==> src/sv/sts_pkg.sv <==
// ----------------------------------------------------------------------------
// sts_pkg
// Token kinds, scan modes and the front-to-back record of the token scanner.
// ----------------------------------------------------------------------------
package sts_pkg;

  localparam int KIND_W = 6;
  localparam int KW_COUNT = 20;
  localparam int KW_SLOT = 16;

  localparam logic [KIND_W-1:0] K_IDENT    = 6'd0;
  localparam logic [KIND_W-1:0] K_NUMLIT   = 6'd21;
  localparam logic [KIND_W-1:0] K_STRLIT   = 6'd22;
  localparam logic [KIND_W-1:0] K_PLUS     = 6'd23;
  localparam logic [KIND_W-1:0] K_MINUS    = 6'd24;
  localparam logic [KIND_W-1:0] K_STAR     = 6'd25;
  localparam logic [KIND_W-1:0] K_SLASH    = 6'd26;
  localparam logic [KIND_W-1:0] K_PERCENT  = 6'd27;
  localparam logic [KIND_W-1:0] K_LPAREN   = 6'd28;
  localparam logic [KIND_W-1:0] K_RPAREN   = 6'd29;
  localparam logic [KIND_W-1:0] K_LBRACE   = 6'd30;
  localparam logic [KIND_W-1:0] K_RBRACE   = 6'd31;
  localparam logic [KIND_W-1:0] K_LBRACKET = 6'd32;
  localparam logic [KIND_W-1:0] K_RBRACKET = 6'd33;
  localparam logic [KIND_W-1:0] K_COLON    = 6'd34;
  localparam logic [KIND_W-1:0] K_SEMI     = 6'd35;
  localparam logic [KIND_W-1:0] K_ASSIGN   = 6'd36;
  localparam logic [KIND_W-1:0] K_EQEQ     = 6'd37;
  localparam logic [KIND_W-1:0] K_NOTEQ    = 6'd38;
  localparam logic [KIND_W-1:0] K_LT       = 6'd39;
  localparam logic [KIND_W-1:0] K_LE       = 6'd40;
  localparam logic [KIND_W-1:0] K_GT       = 6'd41;
  localparam logic [KIND_W-1:0] K_GE       = 6'd42;
  localparam logic [KIND_W-1:0] K_UNKNOWN  = 6'd43;
  localparam logic [KIND_W-1:0] K_UNTERM   = 6'd44;
  localparam logic [KIND_W-1:0] K_END      = 6'd45;

  // One-hot scan modes
  typedef enum logic [10:0] {
    M_IDLE   = 11'b00000000001,
    M_WORD   = 11'b00000000010,
    M_DIGITS = 11'b00000000100,
    M_STR    = 11'b00000001000,
    M_ESC    = 11'b00000010000,
    M_REMARK = 11'b00000100000,
    M_MINUS  = 11'b00001000000,
    M_EQ     = 11'b00010000000,
    M_BANG   = 11'b00100000000,
    M_LT     = 11'b01000000000,
    M_GT     = 11'b10000000000
  } mode_t;

  // Keyword spellings, first character in the low byte
  function automatic logic [KW_SLOT*8-1:0] kw_text(input int k);
    logic [KW_SLOT*8-1:0] t;
    string s;
    t = '0;
    case (k)
      0: s = "let";          1: s = "number";      2: s = "array";
      3: s = "text";         4: s = "of";          5: s = "if";
      6: s = "then";         7: s = "else";        8: s = "end_if";
      9: s = "loop";         10: s = "while";      11: s = "do";
      12: s = {"end_", "loop"};
      13: s = "define";      14: s = "returns";    15: s = "return";
      16: s = {"read_", "number"};
      17: s = {"print_", "number"};
      18: s = {"print_", "text"};
      default: s = "size_of";
    endcase
    for (int i = 0; i < KW_SLOT; i++) begin
      if (i < s.len()) t[i*8 +: 8] = s[i];
    end
    return t;
  endfunction

  function automatic int kw_len(input int k);
    case (k)
      0: return 3;   1: return 6;   2: return 5;   3: return 4;   4: return 2;
      5: return 2;   6: return 4;   7: return 4;   8: return 6;   9: return 4;
      10: return 5;  11: return 2;  12: return 8;  13: return 6;  14: return 7;
      15: return 6;  16: return 11; 17: return 12; 18: return 10; default: return 7;
    endcase
  endfunction

  // Fields of one token: 6-bit kind, 16-bit line, column and length, last flag
  typedef struct packed {
    logic [KIND_W-1:0] kind;
    logic [15:0]       line;
    logic [15:0]       column;
    logic [15:0]       length;
    logic              last;
  } token_t;

endpackage

==> src/sv/sts_queue.sv <==
// ----------------------------------------------------------------------------
// sts_queue
// Token queue between classifier and output; takes up to two items per
// cycle, gives one while the output is ready.
// ----------------------------------------------------------------------------
module sts_queue (
  input  logic            clk,
  input  logic            rst,
  input  logic [1:0]      push_count,
  input  sts_pkg::token_t tok0,
  input  sts_pkg::token_t tok1,
  output logic            room,
  output logic            out_valid,
  input  logic            out_ready,
  output sts_pkg::token_t out_tok
);

  localparam int DEPTH = 4;

  sts_pkg::token_t store [DEPTH];
  logic [1:0] wr_ptr, rd_ptr;
  logic [2:0] fill;
  logic pop;

  assign out_valid = (fill != 3'd0);
  assign pop = out_valid && out_ready;
  assign out_tok = store[rd_ptr];
  // room for two more, not counting this cycle's pop
  assign room = (fill <= 3'd2);

  // Pointers and fill level
  always_ff @(posedge clk) begin
    if (rst) begin
      wr_ptr <= '0;
      rd_ptr <= '0;
      fill <= '0;
    end else begin
      wr_ptr <= wr_ptr + push_count;
      rd_ptr <= rd_ptr + 2'(pop);
      fill <= fill + 3'(push_count) - 3'(pop);
    end
  end

  // Storage
  always_ff @(posedge clk) begin
    if (push_count != 2'd0) store[wr_ptr] <= tok0;
    if (push_count == 2'd2) store[wr_ptr + 2'd1] <= tok1;
  end

endmodule

==> config.mk <==
export PLATFORM = sky130hd
export DESIGN_NAME = sts_queue
export DESIGN_NICKNAME = d
export VERILOG_FILES = /design/src/sv/sts_pkg.sv /design/src/sv/sts_queue.sv
export SDC_FILE = /design/constraint.sdc
export NUM_CORES = 1
export LEC_CHECK = 0
export ABC_AREA = 1
export BUFFER_PORTS_ARGS = -buffer_cell sky130_fd_sc_hd__buf_2
export CORE_AREA = 5 5 154 156
export CTS_BUF_LIST = sky130_fd_sc_hd__clkbuf_16
export DETAILED_ROUTE_END_ITERATION = 12
export DIE_AREA = 0 0 159 161
export PLACE_DENSITY = 0.82
export SYNTH_ARGS = -nofsm -noshare
export SYNTH_HDL_FRONTEND = slang
export SYNTH_SLANG_ARGS = --single-unit
==> constraint.sdc <==
create_clock -name clk -period 6.25 [get_ports clk]
set_input_delay 0.3125 -clock clk [delete_from_list [all_inputs] [get_ports clk]]
set_output_delay 0.3125 -clock clk [all_outputs]
set_load 0.005 [all_outputs]
# [After elaboration in Yosys (flattened, before gate mapping)]
# Memories as Yosys holds them, arrays and structs flattened. A register that Yosys moved wholly into a read port is not among the register bits.
# Cells that the tools add are included.
[word_totals] register_bits=7 ram_bits=220 word_cells=19 mem_count=1
[classes] n_addsub=5 n_lt_le_gt_ge=1 n_eq_ne=1 mux=5 n_reduce_logical=3
[mem_list] name="store" words=4 width=55 rd=1 rd_clocked_by_memory_dff=1 wr=2 line_no="sts_queue.sv:20" text="sts_pkg::token_t store [DEPTH];"
[op_table] cell="1-bit two-way mux" count=4
[op_table] cell="3-bit by 2-bit adder with 3-bit output" count=1
[op_table] cell="3-bit by 2-bit <= comparator with 1-bit output (second input constant)" count=1
[op_table] cell="3-bit nonzero test" count=1
[op_table] cell="3-bit by 1-bit subtractor with 3-bit output" count=1
[op_table] cell="2-bit by 1-bit adder with 2-bit output" count=1
[op_table] cell="2-bit by 1-bit adder with 2-bit output (second input constant)" count=1
[op_table] cell="2-bit adder" count=1
[op_table] cell="2-bit equality test (second input constant)" count=1
[op_table] cell="2-bit two-way mux" count=1
[op_table] cell="2-bit nonzero test" count=1
[op_table] cell="1-bit logical AND" count=1

# [Depth between registers and ports, before layout]
# Gate-level depths: netlist of the first run.
[logic_depth] depth_word=4 mapped_depth=10 mapped_depth_nobuf=10

# [Least setup slack after synthesis of the first run]
# Ideal clock, no wire load.
[synth_timing] kind="reg-to-reg" from="register wr_ptr[0]" to="memory store[3][0] (netlist bit) (enable)" setup_time_ns=0.550 arrival_time_ns=4.576 slack_ns=1.125 path_stages_with_launch=3 n_path_buf=0 period_less_slack_ns=5.125 path_cell_list="dfxtp_1 -> inv_1 -> o31ai_1"
[synth_rtl] element="start, declared" line_no="sts_queue.sv:21" text="logic [1:0] wr_ptr, rd_ptr;"
[synth_rtl] element="start signal, assigned" line_no="sts_queue.sv:38" text="wr_ptr <= wr_ptr + push_count;"
[synth_rtl] element="end, declared" line_no="sts_queue.sv:20"

==> metrics.json, run 1 <==
{
  "worstSetupEndpointType": "output port",
  "synth_enable_flop_cells": 220,
  "power.static_leakage_nw": 5.357,
  "finalNonFillerCells": 1570,
  "synth_top_cell_by_area": "edfxtp_1",
  "gr-usage-met3": 0.03139,
  "nets": 1383,
  "synth.avg_cell_area_um2": 9.849,
  "worst_setup_path_start_kind": "flip-flop",
  "wl_per_cell_um": 18.11,
  "drv.max_cap_violation_count": 0,
  "outcome": "completed",
  "slew-limit-headroom": 0.1987,
  "post_drt_via_cell_ratio": 5.599,
  "clock_insertion_delay_worst_skew_ps": 510,
  "timing.final.hold_violations": 0,
  "timing.final.max_slew_violations": 0,
  "cp_data_required_time_ps": 5940,
  "vdd_ir_drop_max_mv": 0.1954,
  "synth_ff_type": "edfxtp_1",
  "crit_start": "rd_ptr[0]",
  "layout_min_cycle_time_ps": 3110,
  "synthesis.area_um2": 11240,
  "final_layout_size_suffix_gt1_frac": 0.2137,
  "timing.critical_path.fanout_max": 86,
  "htree_num_levels": 1,
  "post-route-period-util": 0.4976,
  "core-area_um2": 22230,
  "die_area_um2": 25600,
  "fmax_mhz": 321.5,
  "synth.top_cells.by_area": "edfxtp_1, o21ai_0, nand2_1",
  "final_report_setup_violation_count": 0,
  "row_count": 55,
  "tightestPinTransition_ps": 1202,
  "worstSetupPathType": "flip-flop to output port",
  "routability_congestion_estimate": 0.7926,
  "grt_setup_unrepaired": "false",
  "chip_height_um": 161,
  "ys_async_sr_fraction": 0,
  "multi_input_area_um2": 3701,
  "numPlacedInstances": 1522,
  "detailed_place_hpwl_um": 16610,
  "tritoncts": "done",
  "clock_sinks": 227,
  "worst_hold_path_type": "input port to flip-flop",
  "cts.path.max_buffers": 3,
  "clkSlewWorstSetupHoldPaths_ps": 60,
  "post_cts_buffers": 0,
  "seq_area_frac_synth": 0.6003,
  "sequential_cell_area_um2": 6751,
  "global_route.usage.met1": 0.2753,
  "n_fill_cell": 1861,
  "grt.total_usage": 0.2126,
  "powerDensity_nw_per_um2": 339.6,
  "clk_root_buffer_cell": "clkbuf_16",
  "worst_skew_ps": 12.69,
  "cts_hold_buffers": 0,
  "final.hold.worst_slack_ps": 13.45,
  "final_core_util": 0.5778,
  "totalNegativeSetupSlack_ps": 0,
  "gr_ovfl_total": 0,
  "drt-pass1-iter-count": 6,
  "iter_0_drt_violations": 763,
  "synth_seq_cells": 227,
  "synth.lib_cells_used.distinct": 26,
  "route.vias.total": 8790,
  "globalRouteMet2Util": 0.3749,
  "netlist.area_leader.share": 0.5878,
  "layout-area-overhead-vs-synth_pct": 14.27,
  "die-width_um": 159,
  "number_of_global_route_vias_before_repair": 8643,
  "cts_bufs_inserted": 25,
  "grt_max_degree": 112,
  "portBuffers": 171,
  "resize_count_post_cts": 0,
  "syn_inst": 1141,
  "worst-r2r-setup-slack_ps": 3230,
  "global_route_wire_length_before_repair_um": 44880,
  "drcViolationCount": 0,
  "cp_data_arrival_time_ps": 2800,
  "detail-route-antenna-nets": 0,
  "io_pins": 172,
  "yosys.cell_count.top_type": "nand2_1",
  "antenna_found_initial": 3,
  "drt_wl_total_um": 28430,
  "hold_start": "rst",
  "initial_utilization": 0.5056,
  "ys_top_cells_by_count": "nand2_1, edfxtp_1, o21ai_0",
  "r2r-start": "wr_ptr[0]",
  "gr-max-usage-layer": "met2",
  "post_synthesis_net_count": 1260,
  "yosysWarnings": 0
}
-- cell usage in the layout (no fill, tap or decap), drive strengths merged, types with 2 or more instances in the layout --
cell	synthesis	final
o21ai	331	331
nand2	237	237
edfxtp	220	220
buf	56	180
nor2	125	125
inv	69	70
o22ai	55	55
clkbuf	28	25
clkinv	0	14
dfxtp	7	7
bufinv	0	5
diode	0	3
ha	3	3
nand3	3	3
a21oi	2	2
-- through the flow --
stage	power (mW)	worst slack [ps]	cell area, um2
finish	4.361	3140	12840
global route	4.574	2964	12840
CTS	4.391	3137	12830
detailed placement	2.887	3077	11990
global placement	2.851	3131	11990
floorplan	2.521	1125	11240
-- worst paths after layout --
check | depth (start not counted) | to
worst max-delay path | 5 | out_tok[42]
worst min-delay path | 2 | fill[1]
worst max register to register | 4 | store[1][8]
worst min register to register | 2 | fill[2]
-- final cells by class --
| class | instances | area share |
|---|---|---|
| inverter | 69 | 0.02027 |
| timing repair buffer | 180 | 0.07190 |
| tap | 285 | 0.02777 |
| clock buffer | 25 | 0.04871 |
| antenna | 3 | 0.0005846 |
| sequential | 227 | 0.5257 |
| multi-input combinational | 761 | 0.2882 |
| clock inverter | 20 | 0.01686 |
-- cells by family after synthesis --
group	Yosys count	share of synthesized area
buf+inv	153	0.07448
xor+xnor	2	0.001559
compound gates	389	0.1939
fa+ha+maj	4	0.005122
simple gates	366	0.1246
flops	227	0.6003
-- flip-flops by register name (all words and copies together), names as in the netlist --
| register | flops |
|---|---|
| fill | 3 |
| rd_ptr | 2 |
| store | 220 |
| wr_ptr | 2 |
-- power by group --
part	switching, mW	internal [mW]
Clock	0.576	0.931
Combinational	0.613	0.317
Sequential	0.0658	1.86
Total	1.26	3.11
-- critical path, cell delays in order (launching register included) --
cell and delay [ps]:
dfxtp_4 500, clkinv_2 320, buf_4 740, o21ai_0 170, o22ai_1 320, buf_2 190
-- layer usage --
metal,up-vias,part of all wire
met5,-,0
met3,44,0.089
li1,4246,-
met2,418,0.50
met4,0,0.022
met1,4082,0.39
Note: power is estimated with default switching activity, not from simulation.
==> run 2, diff against run 1 <==
Settings changed: ABC_AREA 1 to 0, CORE_AREA 5 5 154 156 to 5 5 152 154, DIE_AREA 0 0 159 161 to 0 0 157 159.
Clock period 6.25 ns to 3.2 ns, I/O delays scaled along.
==> run 2 against run 1 <==
  * Clock skew down 4.5 ps
  * Via count decreased by 22%
  * Setup slack worse by 2700 ps
  * Non-clock buffer count is 153 higher
  * Largest cell class unchanged
  * Sequential power rose by 97%
  * Critical path type is now flip-flop to flip-flop
==> metrics.json, run 2 <==
{
  "layout_min_cycle_time_ps": 2755,
  "timing.critical_path.fanout_max": 55,
  "post_synthesis_net_count": 696,
  "cp_data_arrival_time_ps": 3010,
  "resize_count_post_cts": 0,
  "critical_path_max_stage_delay_ps": 690,
  "powerDensity_nw_per_um2": 584.0,
  "cp_top_family": "buffers and inverters",
  "p_total_mw": 8.441,
  "yosysWarnings": 0,
  "worstSetupEndpointType": "flip-flop",
  "clkSlewWorstSetupHoldPaths_ps": 60,
  "post-route-period-util": 0.8610,
  "final_core_util": 0.6706,
  "post_drt_via_cell_ratio": 5.732,
  "antenna_found_initial": 1,
  "portBuffers": 171,
  "core-area_um2": 21550,
  "global_route_wire_length_before_repair_um": 42460,
  "power.static_leakage_nw": 5.179,
  "clk_root_buffer_cell": "clkbuf_16",
  "final_report_setup_violation_count": 0,
  "finish.instance_area_um2": 14450,
  "timing.final.hold_violations": 0,
  "grt.total_usage": 0.2168,
  "grt_setup_unrepaired": "false",
  "reg_top3": "store x220, fill x3",
  "die-width_um": 157,
  "synth_seq_cells": 227,
  "detailed_place_hpwl_um": 15430,
  "route.vias.total": 6861,
  "detail-route-antenna-nets": 0,
  "drt-pass1-iter-count": 4,
  "seq_area_frac_synth": 0.6111,
  "synth_enable_flop_cells": 220,
  "synthesis.area_um2": 11040,
  "cp_data_required_time_ps": 3450,
  "io_pins": 172,
  "cts.path.max_buffers": 3,
  "ys_async_sr_fraction": 0,
  "outcome": "completed",
  "htree_num_levels": 1,
  "layout_commonest_cell": "edfxtp_1",
  "die_area_um2": 24960,
  "largest_register_by_flop_count": "store",
  "post_cts_buffers": 0,
  "worst_hold_path_type": "input port to flip-flop",
  "initial_utilization": 0.5122,
  "clock_insertion_delay_worst_skew_ps": 510,
  "cts_bufs_inserted": 24,
  "most_frequent_cells_in_the_layout": "edfxtp_1, mux2_2, buf_2",
  "crit_path_top_delay_cell": "buf_4",
  "synth_top_cell_by_area": "edfxtp_1",
  "ys_top_cells_by_count": "edfxtp_1, mux2_2, mux4_2",
  "syn_inst": 577,
  "largest_reg_flops": 220,
  "synth_ff_type": "edfxtp_1",
  "final_layout_size_suffix_gt1_frac": 0.5535,
  "drcViolationCount": 0,
  "synth.avg_cell_area_um2": 19.13,
  "clock_sinks": 227,
  "placed_cell_area_um2": 12210,
  "layout-area-overhead-vs-synth_pct": 30.90,
  "drv.max_cap_violation_count": 0,
  "iter_0_drt_violations": 457,
  "worst_skew_ps": 8.233,
  "gr_ovfl_total": 0,
  "worst_setup_path_start_kind": "flip-flop",
  "slew-limit-headroom": 0.3124,
  "tritoncts": "done",
  "routability_congestion_estimate": 0.7751,
  "synth.top_cells.by_area": "edfxtp_1, mux2_2, mux4_2",
  "vdd_ir_drop_max_mv": 0.4750,
  "chip_height_um": 159,
  "row_count": 54,
  "critical_path.cell_chain": "and4bb_4, buf_4, mux2_2, dlygate4sd3_1",
  "grt_max_degree": 56,
  "number_of_global_route_vias_before_repair": 7653,
  "synth.lib_cells_used.distinct": 28,
  "netlist.area_leader.share": 0.5984,
  "yosys.cell_count.top_type": "edfxtp_1",
  "nets": 1017,
  "wl_per_cell_um": 22.86,
  "worstSetupPathType": "flip-flop to flip-flop",
  "tightestPinTransition_ps": 1028,
  "fmax_mhz": 363.0,
  "drt_wl_total_um": 27360,
  "timing.final.max_slew_violations": 0,
  "critical_path.n_buffers_inverters": 2
}
run 2: cells by family after synthesis:
| kind of cell | share of synthesized area |
|---|---|
| DFF | 0.6111 |
| buffers and inverters | 0.02561 |
| AOI/OAI and AO/OA | 0.003739 |
| muxes | 0.3404 |
| adders and majority gates | 0.005213 |
| xor gates and xnor gates | 0.004079 |
| and+or+nand+nor | 0.009860 |
run 2: what timing repair did:
| action | in CTS | in global routing |
|---|---|---|
| endpoints found under the setup margin | 0 | 0 |
| hold endpoints to repair | 170 | 0 |
| hold buffers | 147 | 0 |
run 2: worst reg2reg max path, cell delays in order, from the launching register on:
cell and delay, ps:
dfxtp_1 430, and4bb_4 360, buf_4 690, mux2_2 460, dlygate4sd3_1 570
run 2: final timing paths:
check | startpoint | depth (start not counted) | slack [ps] | to
min | tok1[45] | 2 | 10 | store[3][45]
max reg2reg | wr_ptr[1] | 4 | 440 | store[2][5]
min reg2reg | fill[2] | 2 | 740 | fill[2]
max | wr_ptr[1] | 4 | 440 | store[2][5]
run 2: routing by layer:
metal / up-vias / routed length, um / track usage / part of all wire
met3: 35 / 1517 / 0.03099 / 0.055
met1: 3564 / 10910 / 0.2797 / 0.40
li1: 3017 / - / - / -
met2: 245 / 14520 / 0.3862 / 0.53
met4: 0 / 410 / 0.05286 / 0.015
met5: - / 0 / 0 / 0
run 2: layout make-up:
class,instances,area [um2]
Clock buffer,25,625.6
Multi-Input combinational cell,308,4063
Timing Repair Buffer,333,2502
Clock inverter,19,142.6
Fill cell,1393,7101
Tap cell,280,350.3
Antenna cell,1,2.502
Sequential cell,227,6751
Inverter,4,15.01
run 2: where the power goes:
part,switching (mW),total (mW),internal (mW)
logic,0.872,1.94,1.07
registers,0.141,3.79,3.65
clock network,1.13,2.71,1.58
run 2: stage by stage:
| stage | std cells | worst slack, ps | TNS, ps | hold slack (ps) |
|---|---|---|---|---|
| detailed placement | 1005 | 1040 | 0 | 465.0 |
| global placement | 1005 | 1038 | 0 | 454.1 |
| floorplan | 577 | -85.94 | -4727 | 231.6 |
| global route | 1197 | 386.8 | 0 | 2.723 |
| CTS | 1196 | 491.6 | 0 | 0.6513 |
| finish | 1197 | 444.9 | 0 | 10.34 |
==> run 3, diff against run 2 <==
Settings changed: CELL_PAD_IN_SITES_DETAIL_PLACEMENT set to 0, CELL_PAD_IN_SITES_GLOBAL_PLACEMENT set to 1, CORE_AREA 5 5 152 154 to 5 5 157 159, DIE_AREA 0 0 157 159 to 0 0 162 164, PLACE_DENSITY 0.82 to 0.88.
==> run 3 against run 2 <==
  * Clock skew barely moved
  * Non-clock buffer count is 8 higher
  * Hold slack better by 1.8 ps
  * Combinational power hardly changed
==> metrics.json, run 3 (synthesis results as in run 2) <==
{
  "drcViolationCount": 0,
  "io_pins": 172,
  "gr_ovfl_total": 0,
  "slew-limit-headroom": 0.3795,
  "timing.final.hold_violations": 0,
  "tritoncts": "done",
  "die_area_um2": 26570,
  "netSwitchingPower_mw": 2.128,
  "cp_data_arrival_time_ps": 3160,
  "timing.critical_path.fanout_max": 40,
  "sequentialPowerShare": 0.450,
  "nets": 1025,
  "drv.max_cap_violation_count": 0,
  "grt_setup_unrepaired": "false",
  "worstSetupEndpointType": "flip-flop",
  "powerDensity_nw_per_um2": 584.4,
  "drt-pass1-iter-count": 4,
  "worstSetupPathType": "flip-flop to flip-flop",
  "worst_hold_path.num_cells": 2,
  "p_total_mw": 8.495,
  "pwr-share-clk": 0.324,
  "layout-area-overhead-vs-synth_pct": 31.68,
  "global_route_wire_length_before_repair_um": 42810,
  "initial_utilization": 0.4775,
  "cts.path.max_buffers": 3,
  "reg_top3": "store x220, fill x3",
  "cellInternalPower_mw": 6.367,
  "worst_skew_ps": 8.127,
  "largest_reg_flops": 220,
  "outcome": "completed",
  "clk_root_buffer_cell": "clkbuf_16",
  "worst-r2r-setup-slack_ps": 300,
  "worst_setup_path_start_kind": "flip-flop",
  "detailed_place_hpwl_um": 16130,
  "cts_bufs_inserted": 24,
  "post-route-period-util": 0.9072,
  "grt_max_degree": 43,
  "final_layout_size_suffix_gt1_frac": 0.5440,
  "most_frequent_cells_in_the_layout": "edfxtp_1, mux2_2, buf_2",
  "route.vias.total": 6762,
  "final_report_setup_violation_count": 0,
  "row_count": 56,
  "hold_end": "store[1][10]",
  "clock_sinks": 227,
  "drt_wl_total_um": 27700,
  "clkSlewWorstSetupHoldPaths_ps": 60,
  "routability_congestion_estimate": 0.7344,
  "vdd_ir_drop_max_mv": 0.3999,
  "tightestPinTransition_ps": 928.2,
  "numPlacedInstances": 1017,
  "r2r-start": "wr_ptr[1]",
  "p_comb_frac": 0.226,
  "layout_commonest_cell": "edfxtp_1",
  "gr-max-usage-layer": "met2",
  "layout_min_cycle_time_ps": 2903,
  "global_route.usage.met1": 0.2466,
  "gr-usage-met3": 0.03187,
  "power.static_leakage_nw": 5.204,
  "worst_hold_path_type": "input port to flip-flop",
  "largest_register_by_flop_count": "store",
  "worst_r2r_path_depth": 4,
  "core-area_um2": 23120,
  "die-width_um": 162,
  "post_cts_buffers": 0,
  "iter_0_drt_violations": 360,
  "hold_start": "tok0[10]",
  "cp_data_required_time_ps": 3460,
  "number_of_global_route_vias_before_repair": 7666,
  "n_fill_cell": 1639,
  "post_drt_via_cell_ratio": 5.579,
  "chip_height_um": 164,
  "htree_num_levels": 1,
  "portBuffers": 171,
  "fmax_mhz": 344.5,
  "pre_cts_ws_ps": 878.0,
  "wl_per_cell_um": 22.86,
  "timing.final.max_slew_violations": 0,
  "clock_insertion_delay_worst_skew_ps": 510,
  "final.setup.worst_slack_ps": 297.0,
  "finalNonFillerCells": 1212,
  "reg2reg_to": "store[2][6]",
  "grt.total_usage": 0.2087,
  "detail-route-antenna-nets": 0,
  "antenna_found_initial": 1,
  "globalRouteMet2Util": 0.3971,
  "power_switching_share": 0.2505
}
==> run 3: changes by cell type in the layout (fill, tap and decap cells not counted) <==
cell	change
clkinv_2	-7
dlygate4sd3_1	+6
clkinv_1	+5
clkinvlp_4	-1
inv_6	-1
buf_4	+2
bufinv_16	+1
==> run 3: how the worst max path moves through the flow <==
stage / from / to / slack, ps
finish: wr_ptr[1] / store[2][6] / 300
floorplan: wr_ptr[0] / store[1][0] / -90
global route: wr_ptr[1] / store[2][44] / 230
CTS: wr_ptr[1] / store[2][44] / 340
detailed placement: wr_ptr[1] / store[2][10] / 880
global placement: wr_ptr[1] / store[2][12] / 920
==> run 3: worst max-delay path, cell delays in order, from the launching register on <==
cell           delay, ps
dfxtp_1              420
and4bb_4             590
buf_4                590
mux2_2               420
dlygate4sd3_1        570
==> run 3: timing repair <==
action                                 CTS  global route
endpoints found under the hold margin  201             2
gates resized for setup                  0             0
hold buffers                           152             1
==> run 3: area by class of cell <==
| class | instances | area (um2) | share of cell area |
|---|---|---|---|
| Multi-Input combinational cell | 308 | 4063 | 0.2795 |
| Timing Repair Buffer | 341 | 2577 | 0.1773 |
| Inverter | 4 | 15.01 | 0.001033 |
| Antenna cell | 1 | 2.502 | 0.0001721 |
| Clock buffer | 25 | 625.6 | 0.04303 |
| Sequential cell | 227 | 6751 | 0.4644 |
| Clock inverter | 16 | 140.1 | 0.009639 |
| Tap cell | 290 | 362.8 | 0.02496 |
==> run 3: per-stage QoR <==
stage	util	TNS (ps)	hold slack, ps	area (um2)
after floorplan	-	-4727	231.6	11050
after global placement	0.5293	0	448.2	12240
after detailed placement	0.5293	0	456.1	12240
after CTS	0.6282	0	1.830	14530
after global routing	0.6287	0	1.888	14540
final	0.6287	0	12.12	14540
==> run 3: power by group through the flow <==
| stage | Combinational, mW | Sequential (mW) | Clock (mW) |
|---|---|---|---|
| after global placement | 1.73 | 3.86 | 0 |
| after detailed placement | 1.77 | 3.89 | 0 |
| final | 1.92 | 3.82 | 2.75 |
| after CTS | 1.95 | 3.83 | 2.79 |
| after global routing | 2.07 | 3.86 | 2.93 |
| after floorplan | 1.14 | 3.78 | 0 |
==> run 3: layer usage <==
layer	wire, um	part of all wire	vias up
li1	-	-	3029
met4	573	0.021	0
met2	15340	0.55	218
met3	1376	0.050	41
met1	10410	0.38	3474
met5	0	0	-
